<file path="src/rtl/quadratic_root_solver_unit_macros.svh">
// assertion macros for the quadratic root solver
`ifndef QUADRATIC_ROOT_SOLVER_UNIT_MACROS_SVH
`define QUADRATIC_ROOT_SOLVER_UNIT_MACROS_SVH
`ifndef ASSERT_OFF
`define QRS_ASSERT_IMP(label, clk, rst, ante, cons) \
   label: assert property (@(posedge clk) disable iff (rst) (ante) |-> (cons)) \
      else $error("qrs assertion failed");
`define QRS_ASSERT_NXT(label, clk, rst, ante, cons) \
   label: assert property (@(posedge clk) disable iff (rst) (ante) |=> (cons)) \
      else $error("qrs assertion failed");
`else
`define QRS_ASSERT_IMP(label, clk, rst, ante, cons)
`define QRS_ASSERT_NXT(label, clk, rst, ante, cons)
`endif
`endif

</file>
<file path="src/rtl/qrs_pkg.sv">
`timescale 1ns / 1ps
package qrs_pkg;
   localparam int COEF_WIDTH = 16;
   localparam int OUT_FRAC   = 16;
   localparam int RES_W      = 32;
   localparam int PROD_W     = 2 * COEF_WIDTH;
   localparam int DISC_W     = PROD_W + 2;
   localparam int ROOT_W     = DISC_W / 2;
   localparam int NUM_W      = ROOT_W + 1;
   localparam int DIVD_W     = NUM_W + OUT_FRAC;
   localparam int DIVS_W     = COEF_WIDTH + 1;
   localparam int MUL_CNT_W  = $clog2(COEF_WIDTH);
   localparam int SQRT_CNT_W = $clog2(ROOT_W);
   localparam int DIV_CNT_W  = $clog2(DIVD_W);

   typedef logic [COEF_WIDTH-1:0] mag_type;
   typedef logic [PROD_W-1:0]     prod_type;
   typedef logic [DISC_W-1:0]     disc_type;
   typedef logic [ROOT_W-1:0]     root_type;
   typedef logic [DIVD_W-1:0]     quo_type;
   typedef logic [DIVS_W-1:0]     dvs_type;

   localparam logic [1:0] CNT_COMPLEX  = 2'd0;
   localparam logic [1:0] CNT_DOUBLE   = 2'd1;
   localparam logic [1:0] CNT_DISTINCT = 2'd2;
endpackage

</file>
<file path="src/rtl/qrs_mul.sv">
`timescale 1ns / 1ps
module qrs_mul (
   input  logic              clock,
   input  logic              reset,
   input  logic              start,
   input  qrs_pkg::mag_type  mcand,
   input  qrs_pkg::mag_type  mplier,
   output logic              done,
   output qrs_pkg::prod_type product
);
   import qrs_pkg::*;

   logic                 busy_ff, busy_in;
   logic                 done_ff, done_in;
   mag_type              mcand_ff, mcand_in;
   mag_type              hi_ff, hi_in;
   mag_type              lo_ff, lo_in;
   logic [MUL_CNT_W-1:0] cnt_ff, cnt_in;
   logic [COEF_WIDTH:0]  sum;

   // shift-add, one multiplier bit per cycle
   always_comb begin
      busy_in  = busy_ff;
      done_in  = 1'b0;
      mcand_in = mcand_ff;
      hi_in    = hi_ff;
      lo_in    = lo_ff;
      cnt_in   = cnt_ff;
      sum      = {1'b0, hi_ff} + (lo_ff[0] ? {1'b0, mcand_ff} : '0);
      if (start) begin
         busy_in  = 1'b1;
         mcand_in = mcand;
         hi_in    = '0;
         lo_in    = mplier;
         cnt_in   = '0;
      end else if (busy_ff) begin
         hi_in  = sum[COEF_WIDTH:1];
         lo_in  = {sum[0], lo_ff[COEF_WIDTH-1:1]};
         cnt_in = cnt_ff + 1'b1;
         if (cnt_ff == MUL_CNT_W'(COEF_WIDTH - 1)) begin
            busy_in = 1'b0;
            done_in = 1'b1;
         end
      end
   end

   always_ff @(posedge clock) begin
      if (reset) begin
         busy_ff <= 1'b0;
         done_ff <= 1'b0;
      end else begin
         busy_ff <= busy_in;
         done_ff <= done_in;
      end
      mcand_ff <= mcand_in;
      hi_ff    <= hi_in;
      lo_ff    <= lo_in;
      cnt_ff   <= cnt_in;
   end

   assign done    = done_ff;
   assign product = {hi_ff, lo_ff};
endmodule

</file>
<file path="src/rtl/qrs_isqrt.sv">
`timescale 1ns / 1ps
module qrs_isqrt (
   input  logic              clock,
   input  logic              reset,
   input  logic              start,
   input  qrs_pkg::disc_type radicand,
   output logic              done,
   output qrs_pkg::root_type root
);
   import qrs_pkg::*;

   logic                  busy_ff, busy_in;
   logic                  done_ff, done_in;
   disc_type              val_ff, val_in;
   logic [ROOT_W+1:0]     rem_ff, rem_in;
   root_type              root_ff, root_in;
   logic [SQRT_CNT_W-1:0] cnt_ff, cnt_in;
   logic [ROOT_W+3:0]     rs;
   logic [ROOT_W+3:0]     trial;

   // one result bit per cycle, two radicand bits shifted in
   always_comb begin
      busy_in = busy_ff;
      done_in = 1'b0;
      val_in  = val_ff;
      rem_in  = rem_ff;
      root_in = root_ff;
      cnt_in  = cnt_ff;
      rs      = {rem_ff, val_ff[DISC_W-1:DISC_W-2]};
      trial   = {2'b00, root_ff, 2'b01};
      if (start) begin
         busy_in = 1'b1;
         val_in  = radicand;
         rem_in  = '0;
         root_in = '0;
         cnt_in  = '0;
      end else if (busy_ff) begin
         val_in = {val_ff[DISC_W-3:0], 2'b00};
         cnt_in = cnt_ff + 1'b1;
         if (rs >= trial) begin
            rem_in  = (ROOT_W + 2)'(rs - trial);
            root_in = {root_ff[ROOT_W-2:0], 1'b1};
         end else begin
            rem_in  = rs[ROOT_W+1:0];
            root_in = {root_ff[ROOT_W-2:0], 1'b0};
         end
         if (cnt_ff == SQRT_CNT_W'(ROOT_W - 1)) begin
            busy_in = 1'b0;
            done_in = 1'b1;
         end
      end
   end

   always_ff @(posedge clock) begin
      if (reset) begin
         busy_ff <= 1'b0;
         done_ff <= 1'b0;
      end else begin
         busy_ff <= busy_in;
         done_ff <= done_in;
      end
      val_ff  <= val_in;
      rem_ff  <= rem_in;
      root_ff <= root_in;
      cnt_ff  <= cnt_in;
   end

   assign done = done_ff;
   assign root = root_ff;
endmodule

</file>
<file path="src/rtl/qrs_div.sv">
`timescale 1ns / 1ps
module qrs_div (
   input  logic             clock,
   input  logic             reset,
   input  logic             start,
   input  qrs_pkg::quo_type dividend,
   input  qrs_pkg::dvs_type divisor,
   output logic             done,
   output qrs_pkg::quo_type quotient
);
   import qrs_pkg::*;

   logic                 busy_ff, busy_in;
   logic                 done_ff, done_in;
   quo_type              quo_ff, quo_in;
   dvs_type              dvs_ff, dvs_in;
   dvs_type              rem_ff, rem_in;
   logic [DIV_CNT_W-1:0] cnt_ff, cnt_in;
   logic [DIVS_W:0]      rs;

   // restoring division, one quotient bit per cycle
   always_comb begin
      busy_in = busy_ff;
      done_in = 1'b0;
      quo_in  = quo_ff;
      dvs_in  = dvs_ff;
      rem_in  = rem_ff;
      cnt_in  = cnt_ff;
      rs      = {rem_ff, quo_ff[DIVD_W-1]};
      if (start) begin
         busy_in = 1'b1;
         quo_in  = dividend;
         dvs_in  = divisor;
         rem_in  = '0;
         cnt_in  = '0;
      end else if (busy_ff) begin
         cnt_in = cnt_ff + 1'b1;
         if (rs >= {1'b0, dvs_ff}) begin
            rem_in = DIVS_W'(rs - {1'b0, dvs_ff});
            quo_in = {quo_ff[DIVD_W-2:0], 1'b1};
         end else begin
            rem_in = rs[DIVS_W-1:0];
            quo_in = {quo_ff[DIVD_W-2:0], 1'b0};
         end
         if (cnt_ff == DIV_CNT_W'(DIVD_W - 1)) begin
            busy_in = 1'b0;
            done_in = 1'b1;
         end
      end
   end

   always_ff @(posedge clock) begin
      if (reset) begin
         busy_ff <= 1'b0;
         done_ff <= 1'b0;
      end else begin
         busy_ff <= busy_in;
         done_ff <= done_in;
      end
      quo_ff <= quo_in;
      dvs_ff <= dvs_in;
      rem_ff <= rem_in;
      cnt_ff <= cnt_in;
   end

   assign done     = done_ff;
   assign quotient = quo_ff;
endmodule

</file>
<file path="src/rtl/quadratic_root_solver_unit.sv">
// Quadratic root solver: takes signed Q8.8 coefficients a, b, c and returns both roots of
// a*x^2 + b*x + c as signed Q16.16 real and imaginary parts, with the real root count,
// a flag for a zero leading coefficient (roots then zero) and a flag for saturated roots.
// The discriminant is exact and its square root truncated; quotients truncate toward zero.
// One item is in work at a time: the bit-serial products b*b and a*c run in parallel, then
// the bit-serial square root, then the two restoring dividers in parallel (one quotient bit
// per cycle), with the handoff state S_DISC before the root and S_FIN after the dividers.
// With a zero leading coefficient the item goes straight from S_IDLE to S_FIN.
// A new item is taken while the previous result still waits in the rsp register.
`timescale 1ns / 1ps
`include "quadratic_root_solver_unit_macros.svh"
module quadratic_root_solver_unit (
   input  logic                               clock,
   input  logic                               reset,
   input  logic                               req_valid,
   output logic                               req_ready,
   input  logic signed [qrs_pkg::COEF_WIDTH-1:0] req_coef_quad,
   input  logic signed [qrs_pkg::COEF_WIDTH-1:0] req_coef_lin,
   input  logic signed [qrs_pkg::COEF_WIDTH-1:0] req_coef_const,
   output logic                               rsp_valid,
   input  logic                               rsp_ready,
   output logic        [1:0]                  rsp_real_root_count,
   output logic signed [qrs_pkg::RES_W-1:0]   rsp_first_real,
   output logic signed [qrs_pkg::RES_W-1:0]   rsp_first_imag,
   output logic signed [qrs_pkg::RES_W-1:0]   rsp_second_real,
   output logic signed [qrs_pkg::RES_W-1:0]   rsp_second_imag,
   output logic                               rsp_zero_leading,
   output logic                               rsp_saturated
);
   import qrs_pkg::*;

   typedef enum logic [2:0] {
      S_IDLE,
      S_MUL,
      S_DISC,
      S_ROOT,
      S_DIV,
      S_FIN
   } state_type;

   localparam quo_type POS_LIM = quo_type'({1'b0, {(RES_W - 1){1'b1}}});
   localparam quo_type NEG_LIM = quo_type'({1'b1, {(RES_W - 1){1'b0}}});

   // saturate and sign a quotient magnitude, {sat, value}
   function automatic logic [RES_W:0] finish(input quo_type q, input logic neg);
      quo_type         nq;
      logic [RES_W:0]  r;
      nq = ~q + 1'b1;
      if (!neg || q == '0) begin
         if (q > POS_LIM) r = {1'b1, POS_LIM[RES_W-1:0]};
         else r = {1'b0, q[RES_W-1:0]};
      end else begin
         if (q > NEG_LIM) r = {1'b1, NEG_LIM[RES_W-1:0]};
         else r = {1'b0, nq[RES_W-1:0]};
      end
      return r;
   endfunction

   state_type         state_ff, state_in;
   logic              rsp_valid_ff, rsp_valid_in;
   mag_type           am_ff, am_in, bm_ff, bm_in;
   logic              an_ff, an_in, bn_ff, bn_in, same_ff, same_in;
   logic              zl_ff, zl_in;
   logic [DISC_W:0]   d_ff, d_in;
   logic              real_ff, real_in;
   logic              n1neg_ff, n1neg_in, n2neg_ff, n2neg_in;
   logic [1:0]        count_ff, count_in;
   logic [1:0]        out_count_ff, out_count_in;
   logic [RES_W-1:0]  fr_ff, fr_in, fi_ff, fi_in, sr_ff, sr_in, si_ff, si_in;
   logic              out_zl_ff, out_zl_in, out_sat_ff, out_sat_in;

   logic              accept;
   logic              an_c, bn_c, cn_c;
   mag_type           am_c, bm_c, cm_c;
   logic              mul_start, mul_done, mul_ac_done;
   prod_type          sq, pr;
   disc_type          p4;
   disc_type          dmag;
   logic              sqrt_start, sqrt_done;
   root_type          s;
   logic [NUM_W:0]    nb, sx, n1, n2;
   logic [NUM_W-1:0]  n1mag, n2mag;
   logic              div_start, div_done, div_second_done;
   quo_type           q1, q2;
   logic [RES_W:0]    f1, f2, f3;

   assign accept = req_valid && req_ready;
   assign an_c   = req_coef_quad[COEF_WIDTH-1];
   assign bn_c   = req_coef_lin[COEF_WIDTH-1];
   assign cn_c   = req_coef_const[COEF_WIDTH-1];
   assign am_c   = an_c ? mag_type'(-req_coef_quad) : mag_type'(req_coef_quad);
   assign bm_c   = bn_c ? mag_type'(-req_coef_lin) : mag_type'(req_coef_lin);
   assign cm_c   = cn_c ? mag_type'(-req_coef_const) : mag_type'(req_coef_const);

   assign mul_start  = accept && (am_c != '0);
   assign sqrt_start = (state_ff == S_DISC);
   assign div_start  = (state_ff == S_ROOT) && sqrt_done;

   qrs_mul u_mul_bb (
      .clock   (clock),
      .reset   (reset),
      .start   (mul_start),
      .mcand   (bm_c),
      .mplier  (bm_c),
      .done    (mul_done),
      .product (sq)
   );

   qrs_mul u_mul_ac (
      .clock   (clock),
      .reset   (reset),
      .start   (mul_start),
      .mcand   (am_c),
      .mplier  (cm_c),
      .done    (mul_ac_done),
      .product (pr)
   );

   assign p4   = {pr, 2'b00};
   assign dmag = d_ff[DISC_W] ? DISC_W'(~d_ff + 1'b1) : d_ff[DISC_W-1:0];

   qrs_isqrt u_isqrt (
      .clock    (clock),
      .reset    (reset),
      .start    (sqrt_start),
      .radicand (dmag),
      .done     (sqrt_done),
      .root     (s)
   );

   // numerators: -b - s and -b + s, or -b and s for a complex pair
   assign nb    = bn_ff ? {3'b000, bm_ff} : ~{3'b000, bm_ff} + 1'b1;
   assign sx    = {2'b00, s};
   assign n1    = real_ff ? nb - sx : nb;
   assign n2    = real_ff ? nb + sx : sx;
   assign n1mag = n1[NUM_W] ? NUM_W'(~n1 + 1'b1) : n1[NUM_W-1:0];
   assign n2mag = n2[NUM_W] ? NUM_W'(~n2 + 1'b1) : n2[NUM_W-1:0];

   qrs_div u_div_first (
      .clock    (clock),
      .reset    (reset),
      .start    (div_start),
      .dividend ({n1mag, {OUT_FRAC{1'b0}}}),
      .divisor  ({am_ff, 1'b0}),
      .done     (div_done),
      .quotient (q1)
   );

   qrs_div u_div_second (
      .clock    (clock),
      .reset    (reset),
      .start    (div_start),
      .dividend ({n2mag, {OUT_FRAC{1'b0}}}),
      .divisor  ({am_ff, 1'b0}),
      .done     (div_second_done),
      .quotient (q2)
   );

   assign f1 = finish(q1, n1neg_ff ^ an_ff);
   assign f2 = finish(q2, n2neg_ff ^ an_ff);
   assign f3 = finish(q2, ~an_ff);

   always_comb begin
      state_in     = state_ff;
      rsp_valid_in = rsp_valid_ff;
      am_in        = am_ff;
      bm_in        = bm_ff;
      an_in        = an_ff;
      bn_in        = bn_ff;
      same_in      = same_ff;
      zl_in        = zl_ff;
      d_in         = d_ff;
      real_in      = real_ff;
      count_in     = count_ff;
      n1neg_in     = n1neg_ff;
      n2neg_in     = n2neg_ff;
      out_count_in = out_count_ff;
      fr_in        = fr_ff;
      fi_in        = fi_ff;
      sr_in        = sr_ff;
      si_in        = si_ff;
      out_zl_in    = out_zl_ff;
      out_sat_in   = out_sat_ff;
      if (rsp_valid_ff && rsp_ready) rsp_valid_in = 1'b0;
      case (state_ff)
         S_IDLE: begin
            if (accept) begin
               am_in   = am_c;
               bm_in   = bm_c;
               an_in   = an_c;
               bn_in   = bn_c;
               same_in = (an_c == cn_c);
               zl_in   = (am_c == '0);
               state_in = (am_c == '0) ? S_FIN : S_MUL;
            end
         end
         S_MUL: begin
            if (mul_done && mul_ac_done) begin
               if (same_ff) d_in = {3'b000, sq} - {1'b0, p4};
               else d_in = {3'b000, sq} + {1'b0, p4};
               state_in = S_DISC;
            end
         end
         S_DISC: begin
            real_in = ~d_ff[DISC_W];
            if (d_ff[DISC_W]) count_in = CNT_COMPLEX;
            else if (d_ff == '0) count_in = CNT_DOUBLE;
            else count_in = CNT_DISTINCT;
            state_in = S_ROOT;
         end
         S_ROOT: begin
            if (sqrt_done) begin
               n1neg_in = n1[NUM_W];
               n2neg_in = n2[NUM_W];
               state_in = S_DIV;
            end
         end
         S_DIV: begin
            if (div_done && div_second_done) state_in = S_FIN;
         end
         S_FIN: begin
            if (!rsp_valid_ff || rsp_ready) begin
               rsp_valid_in = 1'b1;
               state_in     = S_IDLE;
               out_zl_in    = zl_ff;
               if (zl_ff) begin
                  out_count_in = CNT_COMPLEX;
                  fr_in        = '0;
                  fi_in        = '0;
                  sr_in        = '0;
                  si_in        = '0;
                  out_sat_in   = 1'b0;
               end else if (real_ff) begin
                  out_count_in = count_ff;
                  fr_in        = f1[RES_W-1:0];
                  fi_in        = '0;
                  sr_in        = f2[RES_W-1:0];
                  si_in        = '0;
                  out_sat_in   = f1[RES_W] | f2[RES_W];
               end else begin
                  out_count_in = count_ff;
                  fr_in        = f1[RES_W-1:0];
                  fi_in        = f3[RES_W-1:0];
                  sr_in        = f1[RES_W-1:0];
                  si_in        = f2[RES_W-1:0];
                  out_sat_in   = f1[RES_W] | f2[RES_W] | f3[RES_W];
               end
            end
         end
         default: begin
            state_in = S_IDLE;
         end
      endcase
   end

   always_ff @(posedge clock) begin
      if (reset) begin
         state_ff     <= S_IDLE;
         rsp_valid_ff <= 1'b0;
      end else begin
         state_ff     <= state_in;
         rsp_valid_ff <= rsp_valid_in;
      end
      am_ff        <= am_in;
      bm_ff        <= bm_in;
      an_ff        <= an_in;
      bn_ff        <= bn_in;
      same_ff      <= same_in;
      zl_ff        <= zl_in;
      d_ff         <= d_in;
      real_ff      <= real_in;
      count_ff     <= count_in;
      n1neg_ff     <= n1neg_in;
      n2neg_ff     <= n2neg_in;
      out_count_ff <= out_count_in;
      fr_ff        <= fr_in;
      fi_ff        <= fi_in;
      sr_ff        <= sr_in;
      si_ff        <= si_in;
      out_zl_ff    <= out_zl_in;
      out_sat_ff   <= out_sat_in;
   end

   assign req_ready           = (state_ff == S_IDLE);
   assign rsp_valid           = rsp_valid_ff;
   assign rsp_real_root_count = out_count_ff;
   assign rsp_first_real      = fr_ff;
   assign rsp_first_imag      = fi_ff;
   assign rsp_second_real     = sr_ff;
   assign rsp_second_imag     = si_ff;
   assign rsp_zero_leading    = out_zl_ff;
   assign rsp_saturated       = out_sat_ff;

   `QRS_ASSERT_NXT(a_one_in_work, clock, reset, accept, !req_ready)
   `QRS_ASSERT_IMP(a_zero_lead_clear, clock, reset, rsp_valid && rsp_zero_leading,
      rsp_real_root_count == CNT_COMPLEX && !rsp_saturated && rsp_first_real == '0)
   `QRS_ASSERT_IMP(a_real_no_imag, clock, reset, rsp_valid && rsp_real_root_count != CNT_COMPLEX,
      rsp_first_imag == '0 && rsp_second_imag == '0)
   `QRS_ASSERT_IMP(a_pair_same_real, clock, reset,
      rsp_valid && rsp_real_root_count == CNT_COMPLEX && !rsp_zero_leading,
      rsp_first_real == rsp_second_real)
   `QRS_ASSERT_IMP(a_count_code, clock, reset, rsp_valid,
      rsp_real_root_count == CNT_COMPLEX || rsp_real_root_count == CNT_DOUBLE ||
      rsp_real_root_count == CNT_DISTINCT)
endmodule

</file>
<file path="config.mk">
export PLATFORM = sky130hd
export DESIGN_NAME = quadratic_root_solver_unit
export DESIGN_NICKNAME = d
export VERILOG_FILES = /design/src/rtl/qrs_pkg.sv /design/src/rtl/qrs_mul.sv /design/src/rtl/qrs_isqrt.sv /design/src/rtl/qrs_div.sv /design/src/rtl/quadratic_root_solver_unit.sv
export VERILOG_INCLUDE_DIRS = /design/src /design/src/rtl
export SDC_FILE = /design/constraint.sdc
export NUM_CORES = 1
export LEC_CHECK = 0
export ABC_CLOCK_PERIOD_IN_PS = 4310
export BUFFER_PORTS_ARGS = -buffer_cell sky130_fd_sc_hd__buf_2
export CORE_UTILIZATION = 30
export DETAILED_ROUTE_END_ITERATION = 10
export PLACE_DENSITY_LB_ADDON = 0.12
export SETUP_SLACK_MARGIN = 0.05
export SKIP_CTS_REPAIR_TIMING = 1
export SLEW_MARGIN = 5
export SYNTH_ARGS = -nofsm -noshare
export SYNTH_HDL_FRONTEND = slang
export SYNTH_SLANG_ARGS = --single-unit
</file>
<file path="constraint.sdc">
create_clock -name clock -period 4.31 [get_ports clock]
set_input_delay 0.6465 -clock clock [delete_from_list [all_inputs] [get_ports clock]]
set_output_delay 0.6465 -clock clock [all_outputs]
set_load 0.005 [all_outputs]
</file>
Word-level counts from Yosys, hierarchy flattened
Index checks and enable logic that the tools add are counted.

cells by class
  mux-type cells = 68
  reductions and logical operators = 35
  bitwise operators = 16
  order comparisons = 7
  add/subtract/negate cells = 23
  equality and inequality tests = 16

operators by type and width
  kind                                                  count
  two-way mux 34 bit                                    7
  two-way mux 33 bit                                    7
  two-way mux 16 bit                                    9
  two-way mux 19 bit                                    4
  > comparator 34 x 31 -> 1 bit, second input constant  2
  > comparator 34 x 32 -> 1 bit, second input constant  2
  zero test 34 bit                                      2
  adder 32 x 1 -> 32 bit, second input constant         2
  inverter 32 bit                                       2
  negator 16 bit                                        3
  adder 18 x 1 -> 18 bit, second input constant         2
  >= comparator 18 x 17 -> 1 bit                        2
  two-way mux 18 bit                                    2
  inverter 18 bit                                       2
  adder 32 x 34 -> 35 bit                               1
  zero test 35 bit                                      1
  two-way mux 35 bit                                    1
  subtractor 32 x 34 -> 35 bit                          1
  adder 16 x 17 -> 17 bit                               2
  adder 34 x 1 -> 34 bit, second input constant         1
  two-way mux 17 bit                                    2
  inverter 34 bit                                       1
  subtractor 17 bit                                     2
  two-way mux 32 bit                                    1
  other kinds (36)                                      104

storage, ports and cells
  output and inout bits = 134
  input port bits = 52
  register bits = 531
  word-level logic and storage cells = 216

Depth between registers and ports, before layout
Gate-level depths: netlist of the first run.

  depth after elaboration = 9
  gate-level depth with buffers = 20
  mapped depth without buffers = 19

Modules after synthesis
A second synthesis of the first run with hierarchy kept.

second synthesis, totals
  cell total of the unflattened synthesis = 3,574
  area, all modules = 35,122.4 µm²

by module, submodules not included
  module                      seq. area each (µm²)  cells each  times used  area each (µm²)
  quadratic_root_solver_unit  6,326.1               1,962       1           17,229.0
  qrs_div                     2,031.9               349         2           4,012.6
  qrs_mul                     1,401.3               255         2           2,849.0
  qrs_isqrt                   1,881.8               404         1           4,170.2

Worst setup path before layout of the first run
OpenSTA, ideal clock, no wires.

  kind = reg2reg
  start point = register bm_ff[0]
  end point = register u_div_first.quo_ff[29] (netlist: u_div_first.quotient[29]) (data pin)
  period minus slack after synthesis = 4.541 ns
  buffers on the path = 2
  arrival = 4.274 ns
  setup time = 0.267 ns
  data required time = 4.043 ns
  setup slack = -0.231 ns
  stages on the path, launching flop included = 20
  cell sequence = edfxtp_1 inv_1 ha_1 nor4b_1 and2_1 a21oi_1 xor2_1 ha_1 clkbuf_1 and4_1 and3_1 a32oi_1 a2111oi_0 nor2_1 o21ai_0 xor2_1 buf_2 a31oi_1 xnor2_1 mux2i_1

between the ends
  longest elaborated chain between the ends = 9

ends and longest elaborated chain
  what                          RTL line                           RTL
  from (decl)                   quadratic_root_solver_unit.sv:61   mag_type am_ff, am_in, bm_ff, bm_in;
  from (signal assigned)        quadratic_root_solver_unit.sv:265  bm_ff <= bm_in;
  inverter 16 -> 19 bit         quadratic_root_solver_unit.sv:132  assign nb = bn_ff ? {3'b000, bm_ff} : ~{3'b000, bm_ff} + 1'b1;
  adder 19 x 1 -> 19 bit        quadratic_root_solver_unit.sv:132
  two-way mux 19 bit *          quadratic_root_solver_unit.sv:132
  subtractor 19 x 17 -> 19 bit  quadratic_root_solver_unit.sv:134  assign n1 = real_ff ? nb - sx : nb;
  two-way mux 19 bit *          quadratic_root_solver_unit.sv:134
  inverter 18 bit               quadratic_root_solver_unit.sv:136  assign n1mag = n1[NUM_W] ? NUM_W'(~n1 + 1'b1) : n1[NUM_W-1:0];
  adder 18 x 1 -> 18 bit        quadratic_root_solver_unit.sv:136
  two-way mux 18 bit *          quadratic_root_solver_unit.sv:136
  two-way mux 34 bit *          qrs_div.sv:30                      if (start) begin
  via u_div_first.quo_in[29]    qrs_div.sv:15                      quo_type quo_ff, quo_in;
  to (signal assigned)          qrs_div.sv:60                      quo_ff <= quo_in;
  to (decl)                     qrs_div.sv:15

The timed path passes the listed nets; every way through them passes the cells marked *.
A chain may end at the register's enable or synchronous reset.

Final worst setup path of the first run
  start point = register bm_ff[2]
  end point = register u_div_first.quo_ff[25] (netlist: u_div_first.quotient[25]) (data pin)

The elaborated chain is that of the path after synthesis.

==> results.py, run 1 <==
metrics = {
    "critical_path": {
        "critical_path.startpoint_type": "flip-flop",
        "critical_path.endpoint_type": "flip-flop",
        "critPathMaxStageDelay_ns": 0.47,
        "worstSetupPathType": "flip-flop to flip-flop",
        "critical-path-slowest-cell": "sky130_fd_sc_hd__edfxtp_1",
        "path_delay_family": "simple AND/OR/NAND/NOR gates",
        "cp_num_buf_inv": 3,
        "cpMostUsedCell": "sky130_fd_sc_hd__buf_6",
        "cp_cell_sequence": "buf_6, nor4b_4, and2_4, a21oi_2, xor2_2, ha_4, buf_6, and4_4, and3_4, a32oi_4, a2111oi_4, nor2_2, o21ai_2, xor2_2, buf_6, a31oi_1, xnor2_1, o21ai_1",
        "timing.critical_path.fanout_max": 5,
        "worst-endpoint-arrival_ns": 4.53,
        "worstPathRequired_ns": 4.66,
    },
    "layout": {
        "area.growth.synth_to_final_pct": 21.40,
        "layout.nets": 4110,
        "post_route_cells_drive_above_1_share": 0.1805,
        "n_antenna_cell": 0,
        "final_cell_count_no_fill": 5354,
    },
    "synthesis": {
        "synth_xor_area_frac": 0.07455,
        "mappedNetlistNets": 3785,
        "post_synth_mux_area_share": 0.03541,
        "netlist-cell-type-count": 96,
        "synth_top_area_cell": "sky130_fd_sc_hd__edfxtp_1",
        "synth_most_common_cell": "sky130_fd_sc_hd__nor2_1",
        "postSynthAreaPerCell_um2": 9.240,
        "synthesis_stage_register_bit_count": 531,
        "synth_warnings": 0,
        "synth_top_family_by_area": "simple AND/OR/NAND/NOR gates",
        "netlist_top_cells_count": "sky130_fd_sc_hd__nor2_1, sky130_fd_sc_hd__edfxtp_1, sky130_fd_sc_hd__o21ai_0, sky130_fd_sc_hd__nand2_1, sky130_fd_sc_hd__a21oi_1",
        "syn_area_um2": 32890,
        "proportion_of_synthesized_chip_area_in_sequential_cells": 0.4321,
        "synth_area_leaders": "sky130_fd_sc_hd__edfxtp_1, sky130_fd_sc_hd__dfxtp_1, sky130_fd_sc_hd__ha_1",
        "async_flop_share": 0,
        "synth_compound_gate_area_share": 0.1693,
        "share_of_synthesized_cell_area_in_full_adder_half_adder_and_majority_cells": 0.06740,
        "yosysTopAreaCellShare": 0.3268,
        "synth_simple_gate_area_share": 0.1837,
        "number_of_synthesized_flops_with_an_enable_pin": 358,
        "synthesis.instances": 3560,
        "synth_flop_cell": "sky130_fd_sc_hd__edfxtp_1",
    },
    "drt": {
        "final_antenna_net_count": 0,
        "routed_wl_um": 103900,
        "drt_drc_violations_left": 0,
        "viasPerCell": 5.104,
        "avgRoutedWirePerCell_um": 19.40,
        "routed-via-count": 27330,
        "detailedRoute.firstIterationViolations": 1957,
        "drt_first_pass_iters": 5,
    },
    "floorplanning": {
        "pin_count": 186,
        "die_height_um": 333.1,
        "die_area_um2": 111000,
        "floorplan.initialDensity": 0.3022,
        "die_width_um": 333.1,
        "fp.coreArea_um2": 108900,
        "row_count": 121,
    },
    "grt": {
        "grt_usage": 0.1824,
        "grt_antenna_before_repair": 1,
        "first_pass_grt_wire_length_um": 158100,
        "largest_net_degree_at_the_start_of_global_routing": 127,
        "grt_pass1_vias": 26180,
        "grt_overflow": 0,
    },
    "clock_network": {
        "clk_latency_ns": 0.63,
        "tritoncts.num_buffers": 70,
        "clock_sinks": 531,
        "clock-root-buffer": "sky130_fd_sc_hd__clkbuf_16",
        "cts.path.max_buffers": 3,
        "htree_levels": 3,
        "clk_transition_reported_paths_ns": 0.06,
        "cts_tree": "done",
    },
    "status": {
        "status": "complete, no violations",
    },
    "worst_hold_path": {
        "timing.hold.worst.class": "input pin to flip-flop",
    },
    "placement": {
        "detailed_place_hpwl_um": 76930,
        "port_buffers": 185,
        "gpl.final_weighted_congestion": 0.8542,
        "placedCellCount": 5200,
    },
    "timing": {
        "slew_violations": 0,
        "final_period_minus_worst_setup_slack_ns": 4.181,
        "tightestPinTransition_ns": 1.042,
        "post-route-period-util": 0.9702,
        "max_freq_mhz": 239.1,
        "tns_ns": 0,
        "unrepaired_setup_endpoints_after_global_routing": "true",
        "fin_skew_ns": 0.02590,
        "timing.final.setup_violations": 0,
        "finalHoldViolations": 0,
        "relSlewSlack": 0.2982,
    },
    "pwr": {
        "design_power_total_mw": 19.40,
        "p_per_area_nw_per_um2": 485.8,
        "peakVddDrop_v": 0.0002598,
        "power_leakage_nw": 15.42,
    },
    "run": {
        "max-cap-violations": 0,
    },
}
path summary, 6_finish.rpt:
path	to	start	cells past startpoint	slack (ns)
max reg2reg	u_div_first.quotient[25]	bm_ff[2]	18	0.13
max	u_div_first.quotient[25]	bm_ff[2]	18	0.13
min	u_mul_ac.mcand_ff[0]	req_coef_quad[0]	1	0.26
min reg2reg	u_div_second.dvs_ff[6]	am_ff[5]	0	0.41
logic make-up (layout without fill, tap and decap cells):
family	after synthesis	count (layout)
simple gates	1254	1254
compound gates	891	891
flops	531	531
buf+inv	315	695
xor+xnor	280	280
fa+ha+maj	173	173
mux	116	116
cell usage in the layout, fill, tap and decap left out, types with 113 or more instances in the layout:
cell	instances
sky130_fd_sc_hd__buf_4	228
sky130_fd_sc_hd__xor2_1	113
sky130_fd_sc_hd__xnor2_1	155
sky130_fd_sc_hd__a21oi_1	194
sky130_fd_sc_hd__dfxtp_1	170
sky130_fd_sc_hd__buf_2	185
sky130_fd_sc_hd__nor2_1	417
sky130_fd_sc_hd__ha_1	154
sky130_fd_sc_hd__edfxtp_1	358
sky130_fd_sc_hd__nand2_1	276
sky130_fd_sc_hd__o21ai_0	268
sky130_fd_sc_hd__inv_1	133
sequential cells by signal, indices dropped and copies added (netlist names), 17 cells and up:
| register | count |
|---|---|
| d_ff | 35 |
| rsp_first_imag | 32 |
| rsp_first_real | 32 |
| rsp_second_imag | 32 |
| rsp_second_real | 32 |
| u_div_first.quotient | 34 |
| u_div_first.rem_ff | 17 |
| u_div_second.quotient | 34 |
| u_div_second.rem_ff | 17 |
| u_isqrt.rem_ff | 19 |
| u_isqrt.root | 17 |
| u_isqrt.val_ff | 34 |
cell type report:
cell class	count	area [µm²]
fill	11130	68920
sequential	531	14220
timing repair buffer	427	2821
multi-input combinational	2714	18220
clock inverter	32	379.1
tap	1414	1769
inverter	141	530.5
clock buffer	95	1999
per-stage QoR:
| step | setup slack [ns] | hold slack, ns | utilization | area (µm²) |
|---|---|---|---|---|
| 2_1_floorplan | 0.05956 | 0.4003 | - | 32940 |
| 3_3_place_gp | -0.003181 | 0.4015 | 0.3363 | 36600 |
| 3_5_place_dp | -0.05865 | 0.4052 | 0.3363 | 36600 |
| 4_1_cts | -0.09049 | 0.2393 | 0.3581 | 38980 |
| 5_1_grt | -0.06579 | 0.2505 | 0.3668 | 39930 |
| 6_report | 0.1285 | 0.2644 | 0.3668 | 39930 |
per-layer routing:
layer  track usage  share of wire  vias up
li1              -              -    13630
met1        0.2496           0.47    12970
met2        0.2941           0.46      594
met3       0.02605          0.041      132
met4       0.05981          0.030        0
met5             0              0        -
where the power goes:
group	switching (mW)	internal, mW	leakage, nW
sequential	0.460	6.11	4.74
combinational	3.80	2.94	9.53
clock	2.40	3.68	1.15
Power figures use the tool's default switching activity.
==> run 2: changes to the inputs <==
MAX_ROUTING_LAYER = met4   (was unset)
==> results.py, run 2 (same netlist as run 1, synthesis figures left out) <==
metrics = {
    "critical_path": {
        "worst-endpoint-arrival_ns": 4.56,
        "rrSetupSlack_ns": 0.09,
        "worstSetupPathType": "flip-flop to flip-flop",
        "critical_r2r_capture": "u_div_first.quotient[25]",
        "timing.rr.start": "bm_ff[2]",
        "critical_path.startpoint_type": "flip-flop",
        "worstPathRequired_ns": 4.65,
        "critical_path.endpoint_type": "flip-flop",
        "rr_worst_depth": 18,
        "timing.critical_path.fanout_max": 10,
    },
    "timing": {
        "finalHoldViolations": 0,
        "final_period_minus_worst_setup_slack_ns": 4.225,
        "unrepaired_setup_endpoints_after_global_routing": "true",
        "relSlewSlack": 0.3017,
        "slew_violations": 0,
        "max_freq_mhz": 236.7,
        "tns_ns": 0,
        "timing.final.setup_violations": 0,
        "fin_skew_ns": 0.02955,
        "tightestPinTransition_ns": 1.037,
        "post-route-period-util": 0.9802,
    },
    "pwr": {
        "peakVddDrop_v": 0.0002587,
        "power_leakage_nw": 15.41,
        "design_power_total_mw": 19.38,
        "p_per_area_nw_per_um2": 485.6,
    },
    "floorplanning": {
        "row_count": 121,
        "fp.coreArea_um2": 108900,
        "die_area_um2": 111000,
        "die_width_um": 333.1,
        "die_height_um": 333.1,
        "pin_count": 186,
        "floorplan.initialDensity": 0.3022,
    },
    "clock_network": {
        "clock-root-buffer": "sky130_fd_sc_hd__clkbuf_16",
        "tritoncts.num_buffers": 70,
        "cts.path.max_buffers": 3,
        "clock_sinks": 531,
        "clk_transition_reported_paths_ns": 0.06,
        "htree_levels": 3,
        "cts_tree": "done",
        "clk_latency_ns": 0.63,
    },
    "worst_hold_path": {
        "hold_depth": 1,
        "hold_path_end": "u_mul_ac.mcand_ff[0]",
        "timing.hold.worst.class": "input pin to flip-flop",
        "holdCritStartpoint": "req_coef_quad[0]",
    },
    "placement": {
        "gpl.final_weighted_congestion": 0.8678,
        "port_buffers": 185,
        "detailed_place_hpwl_um": 76930,
        "placed_cell_area_um2": 36600,
    },
    "layout": {
        "post_route_cells_drive_above_1_share": 0.1796,
        "n_antenna_cell": 0,
        "mostFrequentLayoutCell": "sky130_fd_sc_hd__nor2_1",
        "final_area_um2": 39900,
        "reg_with_most_ffs": "d_ff",
        "area.growth.synth_to_final_pct": 21.30,
        "largest_reg_flops": 35,
        "layout.nets": 4107,
        "layout.cells.most_common_list": "sky130_fd_sc_hd__nor2_1, sky130_fd_sc_hd__edfxtp_1, sky130_fd_sc_hd__nand2_1",
    },
    "grt": {
        "largest_net_degree_at_the_start_of_global_routing": 127,
        "grt_usage": 0.1878,
        "grt_pass1_vias": 26210,
        "grt_antenna_before_repair": 1,
        "first_pass_grt_wire_length_um": 158100,
        "grt_overflow": 0,
    },
    "run": {
        "max-cap-violations": 0,
    },
    "drt": {
        "routed-via-count": 27370,
        "drt_first_pass_iters": 5,
        "viasPerCell": 5.114,
        "final_antenna_net_count": 0,
        "detailedRoute.firstIterationViolations": 1997,
        "drt_drc_violations_left": 0,
        "avgRoutedWirePerCell_um": 19.37,
        "routed_wl_um": 103700,
    },
    "status": {
        "status": "complete, no violations",
    },
}
==> run 2: changes by cell type in the layout (fill, tap and decap cells not counted), sizes merged <==
cell  previous run  this run
buf            427       424
==> run 2: stage by stage <==
step	std cells	setup WS [ns]	hold slack [ns]	utilization
final	5351	0.08546	0.2639	0.3666
after global routing	5351	-0.07496	0.2495	0.3666
after CTS	5327	-0.09049	0.2393	0.3581
after detailed placement	5200	-0.05865	0.4052	0.3363
after global placement	5200	-0.003181	0.4015	0.3363
after floorplan	3560	0.05956	0.4003	-
==> run 2: final cells by class <==
type	count	area [µm²]
Tap cell	1414	1769
Multi-Input combinational cell	2714	18210
Clock buffer	95	1999
Clock inverter	32	379.1
Inverter	141	530.5
Timing Repair Buffer	424	2799
Sequential cell	531	14220
Fill cell	11130	68950
==> run 2: worst max-delay path: stages (launching register included) <==
cell	delay, ns
sky130_fd_sc_hd__edfxtp_1	0.47
sky130_fd_sc_hd__buf_6	0.16
sky130_fd_sc_hd__nor4b_4	0.38
sky130_fd_sc_hd__and2_4	0.22
sky130_fd_sc_hd__a21oi_2	0.06
sky130_fd_sc_hd__xor2_2	0.21
sky130_fd_sc_hd__ha_4	0.30
sky130_fd_sc_hd__buf_6	0.10
sky130_fd_sc_hd__and4_4	0.20
sky130_fd_sc_hd__and3_4	0.19
sky130_fd_sc_hd__a32oi_4	0.12
sky130_fd_sc_hd__a2111oi_4	0.37
sky130_fd_sc_hd__nor2_2	0.09
sky130_fd_sc_hd__o21ai_2	0.19
sky130_fd_sc_hd__xor2_2	0.25
sky130_fd_sc_hd__buf_6	0.18
sky130_fd_sc_hd__a31oi_1	0.06
sky130_fd_sc_hd__xnor2_1	0.23
sky130_fd_sc_hd__o21ai_0	0.12
==> run 2: worst max-delay path by stage <==
stage | startpoint | end | depth (start not counted)
floorplan | u_mul_ac.lo_ff[0] | d_ff[34] | 19
global placement | bm_ff[0] | u_div_second.quotient[33] | 16
detailed placement | bm_ff[0] | u_div_second.quotient[32] | 16
CTS | bm_ff[0] | u_div_second.quotient[33] | 16
global route | bm_ff[2] | u_div_first.quotient[25] | 18
finish | bm_ff[2] | u_div_first.quotient[25] | 18
==> run 2: metal layers <==
metal | vias up | global-route usage | wire [µm]
li1 | 13620 | - | -
met1 | 13030 | 0.2501 | 49260
met2 | 579 | 0.2938 | 47160
met3 | 136 | 0.02564 | 4161
met4 | 0 | 0.05981 | 3082
met5 | - | - | 0
==> run 2: power breakdown <==
group | switching [mW] | internal (mW) | total [mW]
Clock | 2.39 | 3.68 | 6.07
Combinational | 3.80 | 2.93 | 6.73
Sequential | 0.459 | 6.11 | 6.57
==> run 3: changes to the inputs <==
ABC_CLOCK_PERIOD_IN_PS = 3680   (was 4310)
SYNTH_HIERARCHICAL = 1   (was unset)
TNS_END_PERCENT = 50   (was unset)
clock period = 3.68 ns   (was 4.31 ns; I/O delays follow)
==> results.py, run 3 <==
metrics = {
    "clock_network": {
        "cts_tree": "done",
        "clock-root-buffer": "sky130_fd_sc_hd__clkbuf_16",
        "tritoncts.num_buffers": 70,
        "cts.path.max_buffers": 3,
        "clk_latency_ns": 0.63,
        "clk_transition_reported_paths_ns": 0.06,
        "clock_sinks": 549,
        "htree_levels": 3,
    },
    "timing": {
        "fin_skew_ns": 0.02554,
        "whs_ns": 0.2723,
        "timing.final.setup_violations": 50,
        "unrepaired_setup_endpoints_after_global_routing": "true",
        "tns_ns": -23.71,
        "max_freq_mhz": 219.7,
        "relSlewSlack": 0.3121,
        "post-route-worst-setup-slack_ns": -0.8710,
        "final_period_minus_worst_setup_slack_ns": 4.551,
        "slew_violations": 0,
        "finalHoldViolations": 0,
        "tightestPinTransition_ns": 1.032,
        "post-route-period-util": 1.237,
    },
    "layout": {
        "nFillCells": 11660,
        "layout.cells.most_common_list": "sky130_fd_sc_hd__buf_4, sky130_fd_sc_hd__edfxtp_1, sky130_fd_sc_hd__nor2_1",
        "postLayoutCoreUtil": 0.3819,
        "n_antenna_cell": 0,
        "area.growth.synth_to_final_pct": 26.34,
        "reg_with_most_ffs": "d_ff",
        "mostFrequentLayoutCell": "sky130_fd_sc_hd__buf_4",
        "largest_reg_flops": 35,
        "post_route_cells_drive_above_1_share": 0.2631,
        "final_area_um2": 44370,
        "layout.nets": 4416,
    },
    "synthesis": {
        "proportion_of_synthesized_chip_area_in_sequential_cells": 0.4292,
        "number_of_synthesized_flops_with_an_enable_pin": 408,
        "netlist-cell-type-count": 117,
        "post_synth_mux_area_share": 0.05864,
        "synth_top_family_by_area": "compound AO/OA/AOI/OAI gates",
        "share_of_synthesized_cell_area_in_full_adder_half_adder_and_majority_cells": 0.06348,
        "synth_xor_area_frac": 0.06405,
        "synth_most_common_cell": "sky130_fd_sc_hd__edfxtp_1",
        "postSynthAreaPerCell_um2": 9.827,
        "async_flop_share": 0,
        "synth_top_area_cell": "sky130_fd_sc_hd__edfxtp_1",
        "syn_area_um2": 35120,
        "synth_warnings": 6,
        "synth_area_leaders": "sky130_fd_sc_hd__edfxtp_1, sky130_fd_sc_hd__dfxtp_1, sky130_fd_sc_hd__ha_1",
        "synth_flop_cell": "sky130_fd_sc_hd__edfxtp_1",
        "synth_compound_gate_area_share": 0.1808,
        "netlist_top_cells_count": "sky130_fd_sc_hd__edfxtp_1, sky130_fd_sc_hd__nor2_1, sky130_fd_sc_hd__a21oi_1, sky130_fd_sc_hd__nand2_1, sky130_fd_sc_hd__xnor2_1",
        "synthesis.instances": 3574,
        "yosysTopAreaCellShare": 0.3488,
        "synth_simple_gate_area_share": 0.1650,
        "synthesis_stage_register_bit_count": 549,
    },
    "pwr": {
        "p_per_area_nw_per_um2": 735.1,
        "sw_frac_of_total": 0.3738,
        "power.internal_mw": 20.43,
        "share_seq_of_total_power": 0.272,
        "logic_gate_share_of_total_power": 0.498,
        "power_frac_clock": 0.229,
        "net_switching_power_figure_mw": 12.19,
        "design_power_total_mw": 32.62,
        "power_leakage_nw": 17.23,
        "peakVddDrop_v": 0.0004322,
    },
    "drt": {
        "routed_wl_um": 112200,
        "viasPerCell": 5.072,
        "drt_drc_violations_left": 0,
        "routed-via-count": 29270,
        "avgRoutedWirePerCell_um": 19.45,
        "drt_first_pass_iters": 5,
        "detailedRoute.firstIterationViolations": 1752,
        "final_antenna_net_count": 0,
    },
    "status": {
        "failed_checks": "setup timing",
        "status": "finished, violations left",
    },
    "critical_path": {
        "critical_path.endpoint_type": "flip-flop",
        "rrSetupSlack_ns": -0.87,
        "critPathMaxStageDelay_ns": 0.47,
        "critical_r2r_capture": "u_div_second/quotient[33]",
        "worstPathRequired_ns": 4.06,
        "worst-endpoint-arrival_ns": 4.93,
        "path_delay_family": "simple AND/OR/NAND/NOR gates",
        "cp_num_buf_inv": 2,
        "timing.rr.start": "bm_ff[1]",
        "worstSetupPathType": "flip-flop to flip-flop",
        "timing.critical_path.fanout_max": 3,
        "critical_path.startpoint_type": "flip-flop",
        "critical-path-slowest-cell": "sky130_fd_sc_hd__or4_4",
        "rr_worst_depth": 18,
        "cp_cell_sequence": "inv_1, ha_2, nor2b_4, buf_4, a31oi_1, xor2_1, ha_1, nor3b_2, a211o_1, and4b_2, o41ai_4, mux2_4, nor4_4, a32oi_2, or4_4, o31ai_4, xnor2_1, mux2_2",
    },
    "floorplanning": {
        "row_count": 125,
        "floorplan.initialDensity": 0.3022,
        "die_height_um": 344.2,
        "fp.coreArea_um2": 116200,
        "die_width_um": 344.2,
        "die_area_um2": 118400,
        "pin_count": 186,
    },
    "grt": {
        "grt_pass1_vias": 28490,
        "grt_antenna_before_repair": 2,
        "largest_net_degree_at_the_start_of_global_routing": 69,
        "grt_usage": 0.1906,
        "first_pass_grt_wire_length_um": 169600,
        "grt_overflow": 0,
    },
    "worst_hold_path": {
        "hold_depth": 2,
        "hold_path_end": "u_mul_ac/lo_ff[0]",
        "holdCritStartpoint": "req_coef_const[0]",
        "timing.hold.worst.class": "input pin to flip-flop",
    },
    "placement": {
        "placed_cell_area_um2": 41090,
        "gpl.final_weighted_congestion": 0.9072,
        "port_buffers": 185,
        "detailed_place_hpwl_um": 85500,
    },
    "run": {
        "max-cap-violations": 0,
    },
}
## run 3: how the worst max path moves through the flow
stage,start,end,slack [ns],cells past startpoint
final,bm_ff[1],u_div_second/quotient[33],-0.87,18
after global routing,bm_ff[1],u_div_second/quotient[33],-1.08,18
after CTS,bm_ff[1],u_div_first/quotient[33],-0.96,19
after detailed placement,bm_ff[0],u_div_second/quotient[33],-0.94,18
after global placement,bm_ff[0],u_div_second/quotient[33],-0.93,18
after floorplan,bm_ff[6],u_div_second/quotient[33],-0.72,16
## run 3: cell type report
| class | instances | area (µm²) | share of cell area |
|---|---|---|---|
| Tap cell | 1524 | 1907 | 0.04297 |
| Inverter | 174 | 653.1 | 0.01472 |
| Multi-Input combinational cell | 2727 | 19550 | 0.4405 |
| Timing Repair Buffer | 668 | 4711 | 0.1062 |
| Clock buffer | 79 | 1828 | 0.04120 |
| Sequential cell | 549 | 15070 | 0.3397 |
| Clock inverter | 49 | 653.1 | 0.01472 |
## run 3: kinds of logic (layout without fill, tap and decap cells)
family	after synthesis	count (layout)
other	1	34
AND/OR/NAND/NOR	1119	1120
multiplexers	189	189
buffers and inverters	332	970
flip-flops	549	549
XOR/XNOR	256	256
adder cells (fa/ha/maj)	174	174
AO/OA/AOI/OAI	954	954
## run 3: power groups by stage
stage | registers, mW | logic [mW] | clock network, mW
floorplan | 8.80 | 9.56 | 0
global placement | 9.02 | 15.5 | 0
detailed placement | 9.02 | 15.5 | 0
CTS | 8.90 | 15.5 | 7.71
global route | 9.02 | 17.9 | 7.90
finish | 8.89 | 16.3 | 7.48
## run 3: metrics by stage
step | worst slack, ns | cells
2_1_floorplan | -0.7206 | 3607
3_3_place_gp | -0.9266 | 5618
3_5_place_dp | -0.9383 | 5618
4_1_cts | -0.9566 | 5746
5_1_grt | -1.082 | 5770
6_report | -0.8710 | 5770
## run 3: metal layers
layer,up-vias,track usage,routed length (µm)
li1,14540,-,-
met1,13960,0.2430,51480
met2,585,0.3107,53170
met3,183,0.02282,3744
met4,0,0.06692,3812
met5,-,-,0
